### config.mk
export PLATFORM = sky130hd
export DESIGN_NAME = two_channel_period_frequency_meter_unit
export DESIGN_NICKNAME = d
export VERILOG_FILES = /design/src/rtl/tcpfm_pkg.sv /design/src/rtl/tcpfm_div.sv /design/src/rtl/tcpfm_dpath.sv /design/src/rtl/tcpfm_ctrl.sv /design/src/rtl/two_channel_period_frequency_meter_unit.sv
export SDC_FILE = /design/constraint.sdc
export NUM_CORES = 1
export LEC_CHECK = 0
export ABC_AREA = 1
export BUFFER_PORTS_ARGS = -buffer_cell sky130_fd_sc_hd__buf_2
export CAP_MARGIN = 20
export CELL_PAD_IN_SITES_DETAIL_PLACEMENT = 1
export CELL_PAD_IN_SITES_GLOBAL_PLACEMENT = 2
export CORE_ASPECT_RATIO = 0.9
export CORE_MARGIN = 2
export CORE_UTILIZATION = 40
export CTS_CLUSTER_DIAMETER = 150
export DETAILED_ROUTE_END_ITERATION = 6
export PLACE_DENSITY = 0.88
export SKIP_CTS_REPAIR_TIMING = 1
export SLEW_MARGIN = 40
export SYNTH_ARGS = -nofsm -noshare
export SYNTH_HDL_FRONTEND = slang
export SYNTH_SLANG_ARGS = --single-unit
### constraint.sdc
create_clock -name clock -period 12.27 [get_ports clock]
set_input_delay 1.8405 -clock clock [delete_from_list [all_inputs] [get_ports clock]]
set_output_delay 1.8405 -clock clock [all_outputs]
set_load 0.02 [all_outputs]
### src/rtl/tcpfm_pkg.sv
// ----------------------------------------------------------------------------
// tcpfm_pkg
// Shared widths, command/status structs and controller states for the
// two-channel period and frequency meter.
// ----------------------------------------------------------------------------
package tcpfm_pkg;

   // capture counter and derived period width (one extra bit for a wrap)
   localparam int unsigned COUNTER_BITS = 16;
   localparam int unsigned PERIOD_BITS  = COUNTER_BITS + 1;

   // tick rate, dividend and quotient width
   localparam int unsigned RATE_BITS = 27;
   localparam int unsigned STEP_BITS = $clog2(RATE_BITS + 1);

   localparam logic [RATE_BITS-1:0] RATE_RESET = RATE_BITS'(12000000);

   // controller states
   typedef enum logic [2:0] {
      ST_IDLE,
      ST_START_A,
      ST_WAIT_A,
      ST_START_B,
      ST_WAIT_B,
      ST_FINISH
   } state_type;

   // controller to datapath
   typedef struct packed {
      logic load_item;  // latch the accepted item, update channel state
      logic div_start;  // start the shared divider
      logic div_sel_b;  // divisor is channel B's period
      logic store_a;    // quotient is channel A's frequency
      logic store_b;    // quotient is channel B's frequency
      logic out_load;   // move the finished result into the output register
   } ctrl_cmd_type;

   // datapath to controller
   typedef struct packed {
      logic need_div_a; // channel A completed a non-zero period
      logic need_div_b; // channel B completed a non-zero period
      logic div_done;   // quotient ready this cycle
      logic out_free;   // output register can take a result this cycle
   } dpath_status_type;

endpackage

### src/rtl/tcpfm_div.sv
// ----------------------------------------------------------------------------
// tcpfm_div
// Restoring radix-2 divider: one quotient bit per cycle, RATE_BITS quotient bits.
// ----------------------------------------------------------------------------
module tcpfm_div
   import tcpfm_pkg::*;
(
   input  logic                   clock,
   input  logic                   reset,
   input  logic                   start,
   input  logic [RATE_BITS-1:0]   dividend,
   input  logic [PERIOD_BITS-1:0] divisor,
   output logic                   done,
   output logic [RATE_BITS-1:0]   quotient
);

   logic [PERIOD_BITS-1:0] rem_ff, rem_in;
   logic [RATE_BITS-1:0]   quo_ff, quo_in;
   logic [PERIOD_BITS-1:0] dvs_ff, dvs_in;
   logic [STEP_BITS-1:0]   count_ff, count_in;
   logic                   busy_ff, busy_in;
   logic                   done_ff, done_in;

   logic [PERIOD_BITS:0]   partial;
   logic [PERIOD_BITS:0]   trial;

   // one subtract-and-shift step
   always_comb begin
      partial  = {rem_ff, quo_ff[RATE_BITS-1]};
      trial    = partial - {1'b0, dvs_ff};
      rem_in   = rem_ff;
      quo_in   = quo_ff;
      dvs_in   = dvs_ff;
      count_in = count_ff;
      busy_in  = busy_ff;
      done_in  = 1'b0;
      if (start) begin
         rem_in   = '0;
         quo_in   = dividend;
         dvs_in   = divisor;
         count_in = STEP_BITS'(RATE_BITS);
         busy_in  = 1'b1;
      end else if (busy_ff) begin
         if (!trial[PERIOD_BITS]) begin
            rem_in = trial[PERIOD_BITS-1:0];
            quo_in = {quo_ff[RATE_BITS-2:0], 1'b1};
         end else begin
            // partial stays below the divisor, so it fits
            rem_in = partial[PERIOD_BITS-1:0];
            quo_in = {quo_ff[RATE_BITS-2:0], 1'b0};
         end
         count_in = count_ff - STEP_BITS'(1);
         if (count_ff == STEP_BITS'(1)) begin
            busy_in = 1'b0;
            done_in = 1'b1;
         end
      end
   end

   // control registers
   always_ff @(posedge clock) begin
      if (reset) begin
         busy_ff  <= 1'b0;
         done_ff  <= 1'b0;
         count_ff <= '0;
      end else begin
         busy_ff  <= busy_in;
         done_ff  <= done_in;
         count_ff <= count_in;
      end
   end

   // working registers
   always_ff @(posedge clock) begin
      rem_ff <= rem_in;
      quo_ff <= quo_in;
      dvs_ff <= dvs_in;
   end

   assign done     = done_ff;
   assign quotient = quo_ff;

endmodule

### src/rtl/tcpfm_dpath.sv
// ----------------------------------------------------------------------------
// tcpfm_dpath
// Channel state, period calculation, tick rate register, shared divider and
// output register.
// ----------------------------------------------------------------------------
module tcpfm_dpath
   import tcpfm_pkg::*;
(
   input  logic                    clock,
   input  logic                    reset,
   input  ctrl_cmd_type            cmd,
   output dpath_status_type        status,
   input  logic                    csr_wr_en,
   input  logic [RATE_BITS-1:0]    csr_wr_data,
   input  logic                    counter_overflow,
   input  logic                    capture_a_valid,
   input  logic [COUNTER_BITS-1:0] capture_a_value,
   input  logic                    capture_b_valid,
   input  logic [COUNTER_BITS-1:0] capture_b_value,
   input  logic                    rsp_stall,
   output logic                    rsp_valid,
   output logic                    freq_a_valid,
   output logic [RATE_BITS-1:0]    freq_a,
   output logic                    freq_b_valid,
   output logic [RATE_BITS-1:0]    freq_b,
   output logic                    zero_period_error
);

   localparam logic [PERIOD_BITS-1:0] FULL_SPAN = {1'b1, {COUNTER_BITS{1'b0}}};

   // channel state
   logic                    armed_a_ff, armed_a_in, armed_b_ff, armed_b_in;
   logic                    wrap_a_ff, wrap_a_in, wrap_b_ff, wrap_b_in;
   logic [COUNTER_BITS-1:0] start_a_ff, start_a_in, start_b_ff, start_b_in;
   // per-item working values
   logic [PERIOD_BITS-1:0]  period_a_ff, period_a_in, period_b_ff, period_b_in;
   logic                    done_a_ff, done_a_in, done_b_ff, done_b_in;
   logic [RATE_BITS-1:0]    fa_ff, fa_in, fb_ff, fb_in;
   logic [RATE_BITS-1:0]    rate_ff, rate_in;
   // output register
   logic                    rsp_valid_ff, rsp_valid_in;
   logic                    o_va_ff, o_va_in, o_vb_ff, o_vb_in, o_err_ff, o_err_in;
   logic [RATE_BITS-1:0]    o_fa_ff, o_fa_in, o_fb_ff, o_fb_in;

   logic                    eff_wrap_a, eff_wrap_b;
   logic [PERIOD_BITS-1:0]  span_a, span_b;
   logic                    div_done;
   logic [RATE_BITS-1:0]    quotient;
   logic                    zero_a, zero_b;

   // a wrap counts only for a channel already armed
   assign eff_wrap_a = wrap_a_ff | (counter_overflow & armed_a_ff);
   assign eff_wrap_b = wrap_b_ff | (counter_overflow & armed_b_ff);

   // period: full span minus start plus end after a wrap, else end minus start
   assign span_a = eff_wrap_a
      ? FULL_SPAN - {1'b0, start_a_ff} + {1'b0, capture_a_value}
      : {1'b0, capture_a_value - start_a_ff};
   assign span_b = eff_wrap_b
      ? FULL_SPAN - {1'b0, start_b_ff} + {1'b0, capture_b_value}
      : {1'b0, capture_b_value - start_b_ff};

   assign zero_a = (period_a_ff == '0);
   assign zero_b = (period_b_ff == '0);

   // item intake and channel update
   always_comb begin
      armed_a_in  = armed_a_ff;
      armed_b_in  = armed_b_ff;
      wrap_a_in   = wrap_a_ff;
      wrap_b_in   = wrap_b_ff;
      start_a_in  = start_a_ff;
      start_b_in  = start_b_ff;
      period_a_in = period_a_ff;
      period_b_in = period_b_ff;
      done_a_in   = done_a_ff;
      done_b_in   = done_b_ff;
      if (cmd.load_item) begin
         wrap_a_in = eff_wrap_a;
         wrap_b_in = eff_wrap_b;
         done_a_in = 1'b0;
         done_b_in = 1'b0;
         if (capture_a_valid) begin
            if (armed_a_ff) begin
               period_a_in = span_a;
               done_a_in   = 1'b1;
               armed_a_in  = 1'b0;
               wrap_a_in   = 1'b0;
            end else begin
               armed_a_in = 1'b1;
               start_a_in = capture_a_value;
            end
         end
         if (capture_b_valid) begin
            if (armed_b_ff) begin
               period_b_in = span_b;
               done_b_in   = 1'b1;
               armed_b_in  = 1'b0;
               wrap_b_in   = 1'b0;
            end else begin
               armed_b_in = 1'b1;
               start_b_in = capture_b_value;
            end
         end
      end
   end

   // frequency results; a zero period leaves 0
   always_comb begin
      fa_in = fa_ff;
      fb_in = fb_ff;
      if (cmd.load_item) begin
         fa_in = '0;
         fb_in = '0;
      end
      if (cmd.store_a) fa_in = quotient;
      if (cmd.store_b) fb_in = quotient;
   end

   // tick rate register
   assign rate_in = csr_wr_en ? csr_wr_data : rate_ff;

   // output register
   always_comb begin
      rsp_valid_in = rsp_valid_ff & rsp_stall;
      o_va_in      = o_va_ff;
      o_vb_in      = o_vb_ff;
      o_fa_in      = o_fa_ff;
      o_fb_in      = o_fb_ff;
      o_err_in     = o_err_ff;
      if (cmd.out_load) begin
         rsp_valid_in = 1'b1;
         o_va_in      = done_a_ff;
         o_vb_in      = done_b_ff;
         o_fa_in      = fa_ff;
         o_fb_in      = fb_ff;
         o_err_in     = (done_a_ff & zero_a) | (done_b_ff & zero_b);
      end
   end

   always_ff @(posedge clock) begin
      if (reset) begin
         armed_a_ff   <= 1'b0;
         armed_b_ff   <= 1'b0;
         wrap_a_ff    <= 1'b0;
         wrap_b_ff    <= 1'b0;
         start_a_ff   <= '0;
         start_b_ff   <= '0;
         done_a_ff    <= 1'b0;
         done_b_ff    <= 1'b0;
         rate_ff      <= RATE_RESET;
         rsp_valid_ff <= 1'b0;
      end else begin
         armed_a_ff   <= armed_a_in;
         armed_b_ff   <= armed_b_in;
         wrap_a_ff    <= wrap_a_in;
         wrap_b_ff    <= wrap_b_in;
         start_a_ff   <= start_a_in;
         start_b_ff   <= start_b_in;
         done_a_ff    <= done_a_in;
         done_b_ff    <= done_b_in;
         rate_ff      <= rate_in;
         rsp_valid_ff <= rsp_valid_in;
      end
   end

   // payload registers
   always_ff @(posedge clock) begin
      period_a_ff <= period_a_in;
      period_b_ff <= period_b_in;
      fa_ff       <= fa_in;
      fb_ff       <= fb_in;
      o_va_ff     <= o_va_in;
      o_vb_ff     <= o_vb_in;
      o_fa_ff     <= o_fa_in;
      o_fb_ff     <= o_fb_in;
      o_err_ff    <= o_err_in;
   end

   // shared divider
   tcpfm_div u_div (
      .clock    (clock),
      .reset    (reset),
      .start    (cmd.div_start),
      .dividend (rate_ff),
      .divisor  (cmd.div_sel_b ? period_b_ff : period_a_ff),
      .done     (div_done),
      .quotient (quotient)
   );

   // status to controller
   assign status.need_div_a = done_a_ff & ~zero_a;
   assign status.need_div_b = done_b_ff & ~zero_b;
   assign status.div_done   = div_done;
   assign status.out_free   = ~rsp_valid_ff | ~rsp_stall;

   assign rsp_valid         = rsp_valid_ff;
   assign freq_a_valid      = o_va_ff;
   assign freq_a            = o_fa_ff;
   assign freq_b_valid      = o_vb_ff;
   assign freq_b            = o_fb_ff;
   assign zero_period_error = o_err_ff;

endmodule

### src/rtl/tcpfm_ctrl.sv
// ----------------------------------------------------------------------------
// tcpfm_ctrl
// Sequencer: takes an item, runs the divider for each channel with a completed
// non-zero period, then hands the result to the output register.
// ----------------------------------------------------------------------------
module tcpfm_ctrl
   import tcpfm_pkg::*;
(
   input  logic             clock,
   input  logic             reset,
   input  logic             req_valid,
   output logic             req_stall,
   input  dpath_status_type status,
   output ctrl_cmd_type     cmd
);

   state_type state_ff, state_in;

   // next state
   always_comb begin
      state_in = state_ff;
      unique case (state_ff)
         ST_IDLE:    if (req_valid) state_in = ST_START_A;
         ST_START_A: state_in = status.need_div_a ? ST_WAIT_A : ST_START_B;
         ST_WAIT_A:  if (status.div_done) state_in = ST_START_B;
         ST_START_B: state_in = status.need_div_b ? ST_WAIT_B : ST_FINISH;
         ST_WAIT_B:  if (status.div_done) state_in = ST_FINISH;
         ST_FINISH:  if (status.out_free) state_in = ST_IDLE;
         default:    state_in = ST_IDLE;
      endcase
   end

   // outputs
   always_comb begin
      cmd       = '0;
      req_stall = 1'b1;
      unique case (state_ff)
         ST_IDLE: begin
            req_stall     = 1'b0;
            cmd.load_item = req_valid;
         end
         ST_START_A: cmd.div_start = status.need_div_a;
         ST_WAIT_A:  cmd.store_a   = status.div_done;
         ST_START_B: begin
            cmd.div_start = status.need_div_b;
            cmd.div_sel_b = 1'b1;
         end
         ST_WAIT_B: begin
            cmd.div_sel_b = 1'b1;
            cmd.store_b   = status.div_done;
         end
         ST_FINISH: cmd.out_load = status.out_free;
         default:   cmd = '0;
      endcase
   end

   always_ff @(posedge clock) begin
      if (reset) begin
         state_ff <= ST_IDLE;
      end else begin
         state_ff <= state_in;
      end
   end

endmodule

### src/rtl/two_channel_period_frequency_meter_unit.sv
// ----------------------------------------------------------------------------
// two_channel_period_frequency_meter_unit
// Two-channel input-capture frequency meter: period from a free-running
// counter, frequency as tick rate divided by period.
//
//   Channel  Ports                     Handshake        Payload
//   request  req_*                     valid / stall    overflow, two captures
//   result   rsp_*                     valid / stall    two frequencies, error
//   config   csr_wr_en, csr_wr_data    write enable     tick rate (27 bits)
//
// An item passes through ST_START_A, ST_START_B and ST_FINISH, and waits in
// ST_WAIT_A or ST_WAIT_B for each channel whose completed period is non-zero,
// while the shared restoring divider works out one quotient bit per cycle.
// Reset is synchronous: both channels disarmed, tick rate 12000000.
// The result sits in an output register; a stalled result holds back only
// the hand-off of the next finished item, not its intake.
// ----------------------------------------------------------------------------
module two_channel_period_frequency_meter_unit
   import tcpfm_pkg::*;
(
   input  logic                    clock,
   input  logic                    reset,
   input  logic                    csr_wr_en,
   input  logic [RATE_BITS-1:0]    csr_wr_data,
   input  logic                    req_valid,
   output logic                    req_stall,
   input  logic                    req_counter_overflow,
   input  logic                    req_capture_a_valid,
   input  logic [COUNTER_BITS-1:0] req_capture_a_value,
   input  logic                    req_capture_b_valid,
   input  logic [COUNTER_BITS-1:0] req_capture_b_value,
   output logic                    rsp_valid,
   input  logic                    rsp_stall,
   output logic                    rsp_freq_a_valid,
   output logic [RATE_BITS-1:0]    rsp_freq_a,
   output logic                    rsp_freq_b_valid,
   output logic [RATE_BITS-1:0]    rsp_freq_b,
   output logic                    rsp_zero_period_error
);

   ctrl_cmd_type     cmd;
   dpath_status_type status;

   // sequencer
   tcpfm_ctrl u_ctrl (
      .clock     (clock),
      .reset     (reset),
      .req_valid (req_valid),
      .req_stall (req_stall),
      .status    (status),
      .cmd       (cmd)
   );

   // datapath
   tcpfm_dpath u_dpath (
      .clock             (clock),
      .reset             (reset),
      .cmd               (cmd),
      .status            (status),
      .csr_wr_en         (csr_wr_en),
      .csr_wr_data       (csr_wr_data),
      .counter_overflow  (req_counter_overflow),
      .capture_a_valid   (req_capture_a_valid),
      .capture_a_value   (req_capture_a_value),
      .capture_b_valid   (req_capture_b_valid),
      .capture_b_value   (req_capture_b_value),
      .rsp_stall         (rsp_stall),
      .rsp_valid         (rsp_valid),
      .freq_a_valid      (rsp_freq_a_valid),
      .freq_a            (rsp_freq_a),
      .freq_b_valid      (rsp_freq_b_valid),
      .freq_b            (rsp_freq_b),
      .zero_period_error (rsp_zero_period_error)
   );

   // an accepted item closes intake until its result moves into the output register
   a_intake_closes: assert property (@(posedge clock) disable iff (reset)
      (req_valid && !req_stall) |=> req_stall)
      else $error("intake stayed open after an item was accepted");

   // the error flag needs a completed period on some channel
   a_err_has_period: assert property (@(posedge clock) disable iff (reset)
      (rsp_valid && rsp_zero_period_error) |-> (rsp_freq_a_valid || rsp_freq_b_valid))
      else $error("zero period flagged without a completed period");

   // one quotient goes to one channel only
   a_single_store: assert property (@(posedge clock) disable iff (reset)
      !(cmd.store_a && cmd.store_b))
      else $error("quotient stored to both channels");

   // an idle channel A reports zero
   a_idle_zero: assert property (@(posedge clock) disable iff (reset)
      (rsp_valid && !rsp_freq_a_valid) |-> (rsp_freq_a == '0))
      else $error("channel A frequency non-zero without a period");

endmodule

==> reports/metrics.yaml, run 1 <==
pwr:
  p_sw_uw: 696
  p_leak_nw: 6.44
  powerDensity_nw_per_um2: 167
  swShare_pct: 28.0
  internal-power_mw: 1.79
  p_comb_share_pct: 16.3
  peakVddDrop_mv: 0.125
  clkPwrFrac_pct: 36.1
  seq_power_share_pct: 47.6
route:
  wl_mm: 32.1
  drc: 0
  num_vias: 9517
  vias_per_cell: 4.93
  first_pass_iters: 4
  ant_nets: 0
  wl_per_cell_um: 16.7
  first_iter_violations: 445
floorplan:
  rows: 62
  io-pin-count: 126
  start_util_pct: 40.5
  core-area_um2: 31800
  die-width_um: 193
  die_height_um: 174
  die-area_um2: 33700
logic_synthesis:
  async_flop_share_pct: 0
  synth_cell_types: 38
  ys_seq_elements: 282
  yosys-top-cells-area: "edfxtp_1, dfxtp_1, nand2_1"
  netlist.area_leader.share_pct: 44.0
  synth_most_common_cell: "nand2_1"
  synth_area_um2: 12900
  yosys_warnings: 0
  synth_top_cell_by_area: "edfxtp_1"
  netlist_instances: 1358
  synthesis.nets: 1479
  ys.flop_type: "edfxtp_1"
  ys_seq_area_share_pct: 58.5
  syn_area_per_cell_um2: 9.49
  synth_top_cells_by_count: "nand2_1, inv_1, edfxtp_1"
  synth_edf_count: 189
clocking:
  clk_pin_slew_ps: 60
  insertion_delay_ps: 560
  cts_buffer_depth: 3
  cts.sinks: 282
  cts_made_buffers: 31
  cts_tree: "done"
  htreeDepth: 1
  cts-root-buf: "clkbuf_16"
global_routing:
  grt_max_degree: 79
  antenna_found_initial: 0
  grt_usage_pct: 19.1
  grt_overflow: 0
  grt_pass1_vias: 9945
  grt_pass1_wl_mm: 52.4
sta:
  layout_setup_ws_ps: 8950
  tightest_slew_ps: 796
  post-route-min-period_ps: 3320
  fmax_mhz: 301
  hold_violations: 0
  fin_skew_ps: 18.7
  min_period_over_period_pct: 27.1
  timing.slew.headroom_pct: 46.7
  setup_violations: 0
  slew_violations: 0
  whs_ps: 420
  rsz0062_at_grt: "no"
  tns_ps: 0
worst_setup_path:
  cp_slowest_cell: "dfxtp_1"
  worstPathRequired_ps: 10430
  rr_startpoint: "u_dpath.period_a_ff[12]"
  end_kind: "primary output"
  reg2regPathDepth: 8
  crit_fanout: 5
  startpoint_type: "flop"
  ff2ff_setup_slack_ps: 9650
  crit_arrival_ps: 1480
  crit_family: "flip-flops"
  reg2reg_to: "u_dpath.u_div.quotient[10]"
  path_class: "flop to primary output"
  path_cells: "nor2_1 -> nand2_1 -> buf_2"
  cp_num_buf_inv: 1
  cpPeakStageDelay_ps: 350
final_layout:
  nets: 1609
  multi_input_area_um2: 4450
  area_growth_pct: 15.6
  diodes: 0
  final-seq-area_um2: 7540
  fillCellCount: 3682
  fin_area_um2: 14900
  post_route_cells_drive_above_1_share_pct: 13.4
placed_design:
  port_buffers: 125
  pre_cts_slack_ps: 8480
  dpl.hpwl_mm: 23.2
  dpl_cell_area_um2: 13900
  finalWeightedCongestion: 0.870
hold_path:
  holdPathStages: 0
  worstHoldPathType: "flop to flop"
  hold_path_end: "u_dpath.freq_a[9]"
  min-delay-start: "u_dpath.fa_ff[9]"
run:
  cap_violations: 0
run_status:
  status: "complete, no violations"
-- stage by stage --
step / util [%] / instances / total power [mW]
5_1_grt: 46.9 / 1929 / 2.61
2_1_floorplan: - / 1358 / 1.48
3_5_place_dp: 43.8 / 1871 / 1.61
6_report: 46.9 / 1929 / 2.49
4_1_cts: 46.8 / 1929 / 2.51
3_3_place_gp: 43.8 / 1871 / 1.59
-- sequential cells by signal, indices dropped and copies added, names as in the netlist, 5 cells and up --
register                count
u_dpath.period_a_ff        17
u_dpath.freq_b             27
u_dpath.fb_ff              27
u_dpath.u_div.count_ff      5
u_dpath.u_div.dvs_ff       17
u_dpath.u_div.quotient     27
u_dpath.fa_ff              27
u_dpath.start_a_ff         16
u_dpath.start_b_ff         16
u_dpath.period_b_ff        17
u_dpath.rate_ff            27
u_dpath.freq_a             27
u_dpath.u_div.rem_ff       17
-- cell type report --
cell class / instances / area share [%]
Multi-Input combinational cell: 841 / 29.9
Clock buffer: 42 / 5.48
Sequential cell: 282 / 50.6
Timing Repair Buffer: 131 / 4.50
Inverter: 201 / 5.06
Clock inverter: 16 / 1.02
Tap cell: 416 / 3.49
-- worst max-delay path by stage --
stage | start | endpoint | slack (ps) | cells past startpoint
final | u_ctrl.state_ff[1] | req_stall | 8950 | 3
after global routing | u_ctrl.state_ff[1] | req_stall | 8890 | 3
after CTS | u_ctrl.state_ff[1] | req_stall | 8910 | 3
after detailed placement | req_capture_b_value[0] | u_dpath.period_b_ff[10] | 8480 | 10
after global placement | req_capture_b_value[0] | u_dpath.period_b_ff[10] | 8550 | 10
after floorplan | rsp_stall | u_dpath.freq_a[0] | 7220 | 1
-- power by group through the flow --
stage / clock network (mW) / logic [mW] / registers, mW
CTS: 0.917 / 0.411 / 1.18
detailed placement: 0 / 0.407 / 1.20
global route: 0.955 / 0.459 / 1.19
floorplan: 0 / 0.276 / 1.20
global placement: 0 / 0.389 / 1.20
finish: 0.897 / 0.405 / 1.18
-- cell families after synthesis --
logic type | count (synthesis) | share of synthesized area, %
flops | 282 | 58.5
buf+inv | 235 | 7.19
simple gates | 545 | 18.1
fa+ha+maj | 54 | 5.41
compound gates | 202 | 8.15
xor+xnor | 40 | 2.72
-- routing by layer --
metal  part of all wire [%]  global-route usage (%)  routed length [µm]
met1                     46                    25.2               14800
met3                    2.7                    2.27                 853
met2                     49                    33.5               15700
met4                    2.5                    4.96                 801
met5                      0                       0                   0
-- layout by cell type (no fill, tap or decap), drive strengths merged --
master,count
nand4,6
fa,3
nand3,80
nand2,297
nor2,136
o21ai,105
xnor2,15
and3,3
buf,131
dfxtp,93
xor2,25
o21a,2
nor3b,2
clkbuf,42
clkinv,11
and2,2
o21bai,5
a31oi,7
nand3b,5
edfxtp,189
bufinv,2
inv,204
ha,51
a21boi,4
a21oi,79
nor3,12
or2,2
-- worst reg2reg max path: stages, from the launching register on --
cell and delay, ps:
edfxtp_1 420, inv_1 90, nand4_1 120, nor2_1 120
nand3_1 160, nand3_1 230, nand2_8 340, nor2_8 420
inv_2 340
Note: power is estimated with default switching activity, not from simulation.
==> run 2: changes to the inputs <==
Settings changed: CORE_UTILIZATION 40 to 34, PLACE_DENSITY 0.88 to 0.8.
Clock period 12.27 ns to 3 ns, I/O delays scaled along.
==> run 2 against run 1 <==
Net effect:
- global-route usage is 2.5 points lower
- critical path depth increased by 4
- non-clock buffer count is 10 higher
- routed wire length grew 0.95%
- combinational power grew to 4.3 times the previous value
- die area increased by 17%
- first-iteration DRC count is 5.2% higher
- worst setup slack worse by 8200 ps
- power rose to 4.2 times the previous value
- clock-buffer cell count fell by 1
- largest cell class unchanged
==> reports/metrics.yaml, run 2 (synthesis results as in run 1) <==
run_status:
  status: "complete, no violations"
pwr:
  powerDensity_nw_per_um2: 693  # +320%
  p_leak_nw: 6.56  # +1.8%
  finalPower_mw: 10.5  # +320%
  peakVddDrop_mv: 0.412  # +230%
worst_setup_path:
  reg2regPathDepth: 7  # -1
  worstPathRequired_ps: 3220  # -7210 ps
  rr_startpoint: "u_ctrl.state_ff[0]"
  crit_arrival_ps: 2470  # +990 ps
  path_class: "flop to flop"
  crit_end: "u_dpath.u_div.quotient[12]"
  crit_fanout: 27  # +22
  reg2reg_to: "u_dpath.u_div.quotient[12]"
  critPathLaunch: "u_ctrl.state_ff[0]"
  startpoint_type: "flop"
  ff2ff_setup_slack_ps: 760  # -8890 ps
  end_kind: "flop"
final_layout:
  post_route_cells_drive_above_1_share_pct: 14.4  # +1.0 points
  multi_input_area_um2: 4440  # -0.31%
  fin_area_um2: 15200  # +2.0%
  fin_cells: 2006  # +4.0%
  final_cell_mix: "nand2_1, inv_1, edfxtp_1, nor2_1, buf_2"
  diodes: 0  # unchanged
  nets: 1619  # +0.62%
  fillCellCount: 4296  # +17%
  layout_commonest_cell: "nand2_1"
  final-seq-area_um2: 7540  # unchanged
  area_growth_pct: 17.9
placed_design:
  dpl_cell_area_um2: 14100  # +1.5%
  port_buffers: 125  # unchanged
  dpl.hpwl_mm: 24.0  # +3.6%
  dp.cells: 1948  # +4.1%
  finalWeightedCongestion: 0.866  # -0.45%
clocking:
  cts.sinks: 282  # unchanged
  cts_made_buffers: 31  # unchanged
  cts_buffer_depth: 3  # unchanged
  cts_tree: "done"
  htreeDepth: 1  # unchanged
  cts-root-buf: "clkbuf_16"
  insertion_delay_ps: 580  # +20 ps
  clk_pin_slew_ps: 70  # about the same
route:
  wl_per_cell_um: 16.2  # -2.9%
  vias_per_cell: 4.71  # -4.5%
  drc: 0  # unchanged
  first_pass_iters: 4  # unchanged
  ant_nets: 0  # unchanged
  wl_mm: 32.5  # +0.95%
  num_vias: 9455  # -0.65%
  first_iter_violations: 468  # +5.2%
global_routing:
  antenna_found_initial: 2  # +2
  grt_overflow: 0  # unchanged
  grt_pass1_wl_mm: 52.5  # about the same
  grt_usage_pct: 16.6  # -2.5 points
  grt_pass1_vias: 9803  # -1.4%
  grt_max_degree: 54  # -32%
floorplan:
  rows: 67  # +8.1%
  core-area_um2: 37300  # +17%
  io-pin-count: 126  # unchanged
  die-width_um: 209  # +8.3%
  die_height_um: 189  # +8.3%
  die-area_um2: 39500  # +17%
  start_util_pct: 34.6  # -6.0 points
sta:
  slew_violations: 0  # unchanged
  hold_violations: 0  # unchanged
  tns_ps: 0  # unchanged
  rsz0062_at_grt: "no"
  fin_skew_ps: 18.1  # -0.559 ps
  fmax_mhz: 446
  min_period_over_period_pct: 74.8
  setup_violations: 0  # unchanged
  timing.slew.headroom_pct: 59.2  # +12 points
  whs_ps: 86.2  # -334 ps
  tightest_slew_ps: 612  # -185 ps
  post-route-min-period_ps: 2240
hold_path:
  worstHoldPathType: "input pin to flop"
  holdPathStages: 3  # +3
run:
  cap_violations: 0  # unchanged
-- run 2: cell types whose count changed in the layout (fill, tap and decap cells not counted), moves of 3 or more --
cell / delta
clkbuf_1: -5
clkinv_2: +4
buf_4: +6
clkbuf_8: +3
clkinv_1: -5
buf_12: +4
-- run 2: power by group --
group	leakage [nW]	switching (mW)	total [mW]	internal, mW
registers	2.50	0.140	4.83	4.69
logic	3.52	1.16	1.73	0.566
clock network	0.528	1.59	3.97	2.38
total	6.56	2.90	10.5	7.64
-- run 2: metal layers --
layer / part of all wire [%] / vias up / GRT usage [%]
met5: 0.040 / - / 0
met4: 1.9 / 2 / 3.90
met3: 3.5 / 41 / 2.37
met2: 47 / 147 / 28.6
met1: 47 / 4534 / 22.2
li1: - / 4731 / -
-- run 2: through the flow --
stage	utilization, %	worst slack (ps)
floorplan	-	428
global placement	37.9	661
detailed placement	37.9	572
CTS	40.8	712
global route	40.8	494
finish	40.8	755
-- run 2: critical path: stages, from the launching register on --
cell and delay (ps):
dfxtp_1 370, inv_1 100, nor3_1 310, nand3_1 180, nand2_4 340, nor2_8 130, inv_1 80, buf_4 360
-- run 2: layout make-up --
type / count / share of cell area (%)
timing repair buffer: 141 / 5.23
multi-input combinational: 841 / 29.2
sequential: 282 / 49.6
clock inverter: 17 / 1.35
inverter: 201 / 4.96
tap: 483 / 3.98
clock buffer: 41 / 5.69
-- run 2: worst min-delay path by stage --
stage | start | to | slack, ps
after floorplan | u_dpath.fa_ff[0] | u_dpath.freq_a[0] | 400
after global placement | u_dpath.fb_ff[10] | u_dpath.freq_b[10] | 400
after detailed placement | u_dpath.fb_ff[15] | u_dpath.freq_b[15] | 410
after CTS | csr_wr_data[21] | u_dpath.rate_ff[21] | 60
after global routing | csr_wr_data[21] | u_dpath.rate_ff[21] | 90
final | csr_wr_data[21] | u_dpath.rate_ff[21] | 90
==> run 3: changes to the inputs <==
Settings changed: CORE_UTILIZATION 34 to 37, PLACE_DENSITY 0.8 to 0.83.
Clock period 3 ns to 2.3 ns, I/O delays scaled along.
==> run 3 against run 2 <==
Net effect:
- first-iteration DRC count decreased by 23%
- non-clock buffer count up 13
- worst setup slack worse by 560 ps
- critical path type unchanged
- register-to-register slack worse by 560 ps
- critical path depth increased by 1
- cell count down 0.40%
- critical endpoint is now u_dpath.period_b_ff[10]
==> reports/metrics.yaml, run 3 (synthesis results as in run 1) <==
run_status:
  status: "complete, no violations"
worst_setup_path:
  crit_arrival_ps: 2400  # -70 ps
  crit_fanout: 3  # -89%
  startpoint_type: "flop"
  path_class: "flop to flop"
  crit_end: "u_dpath.period_b_ff[10]"
  ff2ff_setup_slack_ps: 200  # -560 ps
  critPathLaunch: "u_dpath.start_b_ff[0]"
  path_cells: "ha_1 -> fa_1 -> o21ai_1 -> a21boi_0 -> o21ai_1 -> nand2_1 -> nand2_1 -> xor2_1"
  reg2regPathDepth: 8  # +1
  cpPeakStageDelay_ps: 410  # +40 ps
  rr_startpoint: "u_dpath.start_b_ff[0]"
  end_kind: "flop"
  worstPathRequired_ps: 2600  # -620 ps
  cp_slowest_cell: "fa_1"
  reg2reg_to: "u_dpath.period_b_ff[10]"
sta:
  fin_skew_ps: 19.4  # +1.25 ps
  min_period_over_period_pct: 91.4  # +17 points
  rsz0062_at_grt: "no"
  timing.slew.headroom_pct: 62.3  # +3.1 points
  tns_ps: 0  # unchanged
  setup_violations: 0  # unchanged
  tightest_slew_ps: 565  # -46.1 ps
  hold_violations: 0  # unchanged
  post-route-min-period_ps: 2100  # -142 ps
  slew_violations: 0  # unchanged
  fmax_mhz: 476  # +6.8%
  whs_ps: 2.29  # -83.9 ps
route:
  vias_per_cell: 4.75  # +0.76%
  wl_met1_mm: 14.6  # -4.5%
  first_iter_violations: 360  # -23%
  first_pass_iters: 6  # +2
  drc: 0  # unchanged
  num_vias: 9489  # +0.36%
  met3WireLength_um: 910  # -20%
  route.met2.wl_mm: 15.0  # -2.7%
  wl_mm: 31.2  # -3.8%
  wl_per_cell_um: 15.6  # -3.4%
  top_layer_used: "met4"
  ant_nets: 0  # unchanged
final_layout:
  layout_commonest_cell: "nand2_1"
  nets: 1631  # +0.74%
  final_cell_mix: "nand2_1, inv_1, edfxtp_1, nor2_1, buf_2"
  post_route_cells_drive_above_1_share_pct: 15.2  # +0.74 points
  area_growth_pct: 18.2
  fin_area_um2: 15200  # +0.29%
floorplan:
  die_height_um: 181  # -4.1%
  die-width_um: 201  # -4.1%
  io-pin-count: 126  # unchanged
  core-area_um2: 34200  # -8.3%
  die-area_um2: 36400  # -8.0%
  rows: 64  # -4.5%
  start_util_pct: 37.7  # +3.1 points
placed_design:
  dpl_cell_area_um2: 14200  # +0.40%
  dpl.hpwl_mm: 23.0  # -4.2%
  finalWeightedCongestion: 0.844  # -2.5%
  port_buffers: 125  # unchanged
hold_path:
  worstHoldPathType: "input pin to flop"
global_routing:
  grt_usage_pct: 17.2  # +0.59 points
  grt_pass1_vias: 9773  # -0.31%
  grt_max_degree: 58  # +7.4%
  grt_pass1_wl_mm: 50.5  # -3.8%
  antenna_found_initial: 2  # unchanged
  grt_overflow: 0  # unchanged
clocking:
  cts.sinks: 282  # unchanged
  clk_pin_slew_ps: 60  # about the same
  insertion_delay_ps: 560  # -20 ps
  cts_buffer_depth: 3  # unchanged
  htreeDepth: 1  # unchanged
  cts_made_buffers: 30  # -3.2%
  cts_tree: "done"
  cts-root-buf: "clkbuf_16"
pwr:
  peakVddDrop_mv: 0.510  # +24%
  finalPower_mw: 13.5  # +28%
  p_sw_mw: 3.70  # +28%
  internal-power_mw: 9.78  # +28%
  swShare_pct: 27.4  # -0.072 points
  clkPwrFrac_pct: 36.8  # -0.9 points
  p_comb_share_pct: 16.5  # about the same
  powerDensity_nw_per_um2: 884  # +28%
  seq_power_share_pct: 46.7  # +0.8 points
  p_leak_nw: 6.58  # +0.34%
run:
  cap_violations: 0  # unchanged
run 3: changes by cell type in the layout (fill, tap and decap cells not counted), sizes merged:
cell         delta
clkinv          +1
diode           +2
clkbuf          -5
buf            +11
inv             -2
dlygate4sd3     +2
bufinv          -1
clkinvlp        +5
run 3: cell type report:
cell class,count,area [µm²]
clock buffer,36,826
fill,3948,18900
inverter,201,754
tap,462,578
antenna,2,5.00
clock inverter,20,201
multi-input combinational,841,4450
sequential,282,7540
timing repair buffer,154,898
run 3: stage by stage:
stage / util [%] / instances / worst slack (ps)
2_1_floorplan: - / 1358 / 167
3_3_place_gp: 41.5 / 1938 / 92.0
3_5_place_dp: 41.5 / 1938 / 1.99
4_1_cts: 44.5 / 1994 / 135
5_1_grt: 44.6 / 1998 / 0.348
6_report: 44.6 / 1998 / 198
run 3: worst min-delay path by stage:
stage / from / endpoint / slack (ps) / depth (start not counted)
after global routing: reset / u_dpath.rsp_valid / 7 / 2
final: csr_wr_data[20] / u_dpath.rate_ff[20] / 2 / 3
after global placement: u_dpath.fa_ff[12] / u_dpath.freq_a[12] / 400 / 0
after detailed placement: u_dpath.fb_ff[19] / u_dpath.freq_b[19] / 410 / 0
after CTS: csr_wr_data[12] / u_dpath.rate_ff[12] / -30 / 3
after floorplan: u_dpath.fa_ff[0] / u_dpath.freq_a[0] / 400 / 0
run 3: per-layer routing:
layer | up-vias | track usage, %
li1 | 4762 | -
met1 | 4540 | 22.5
met2 | 140 | 30.1
met3 | 47 | 2.40
met4 | 0 | 4.53
met5 | - | 0
run 3: critical path, delay by kind of cell, from the launching register on:
family                   cells  cell delay, ps
AO/OA/AOI/OAI                3             720
XOR/XNOR                     1              70
AND/OR/NAND/NOR              2             140
adder cells (fa/ha/maj)      2             610
flip-flops                   1             310
run 3: power groups by stage:
stage	combinational (mW)	sequential [mW]	clock [mW]
after floorplan	1.47	6.39	0
after global placement	2.18	6.38	0
after detailed placement	2.24	6.41	0
after CTS	2.26	6.31	5.09
after global routing	2.53	6.34	5.28
final	2.22	6.30	4.95
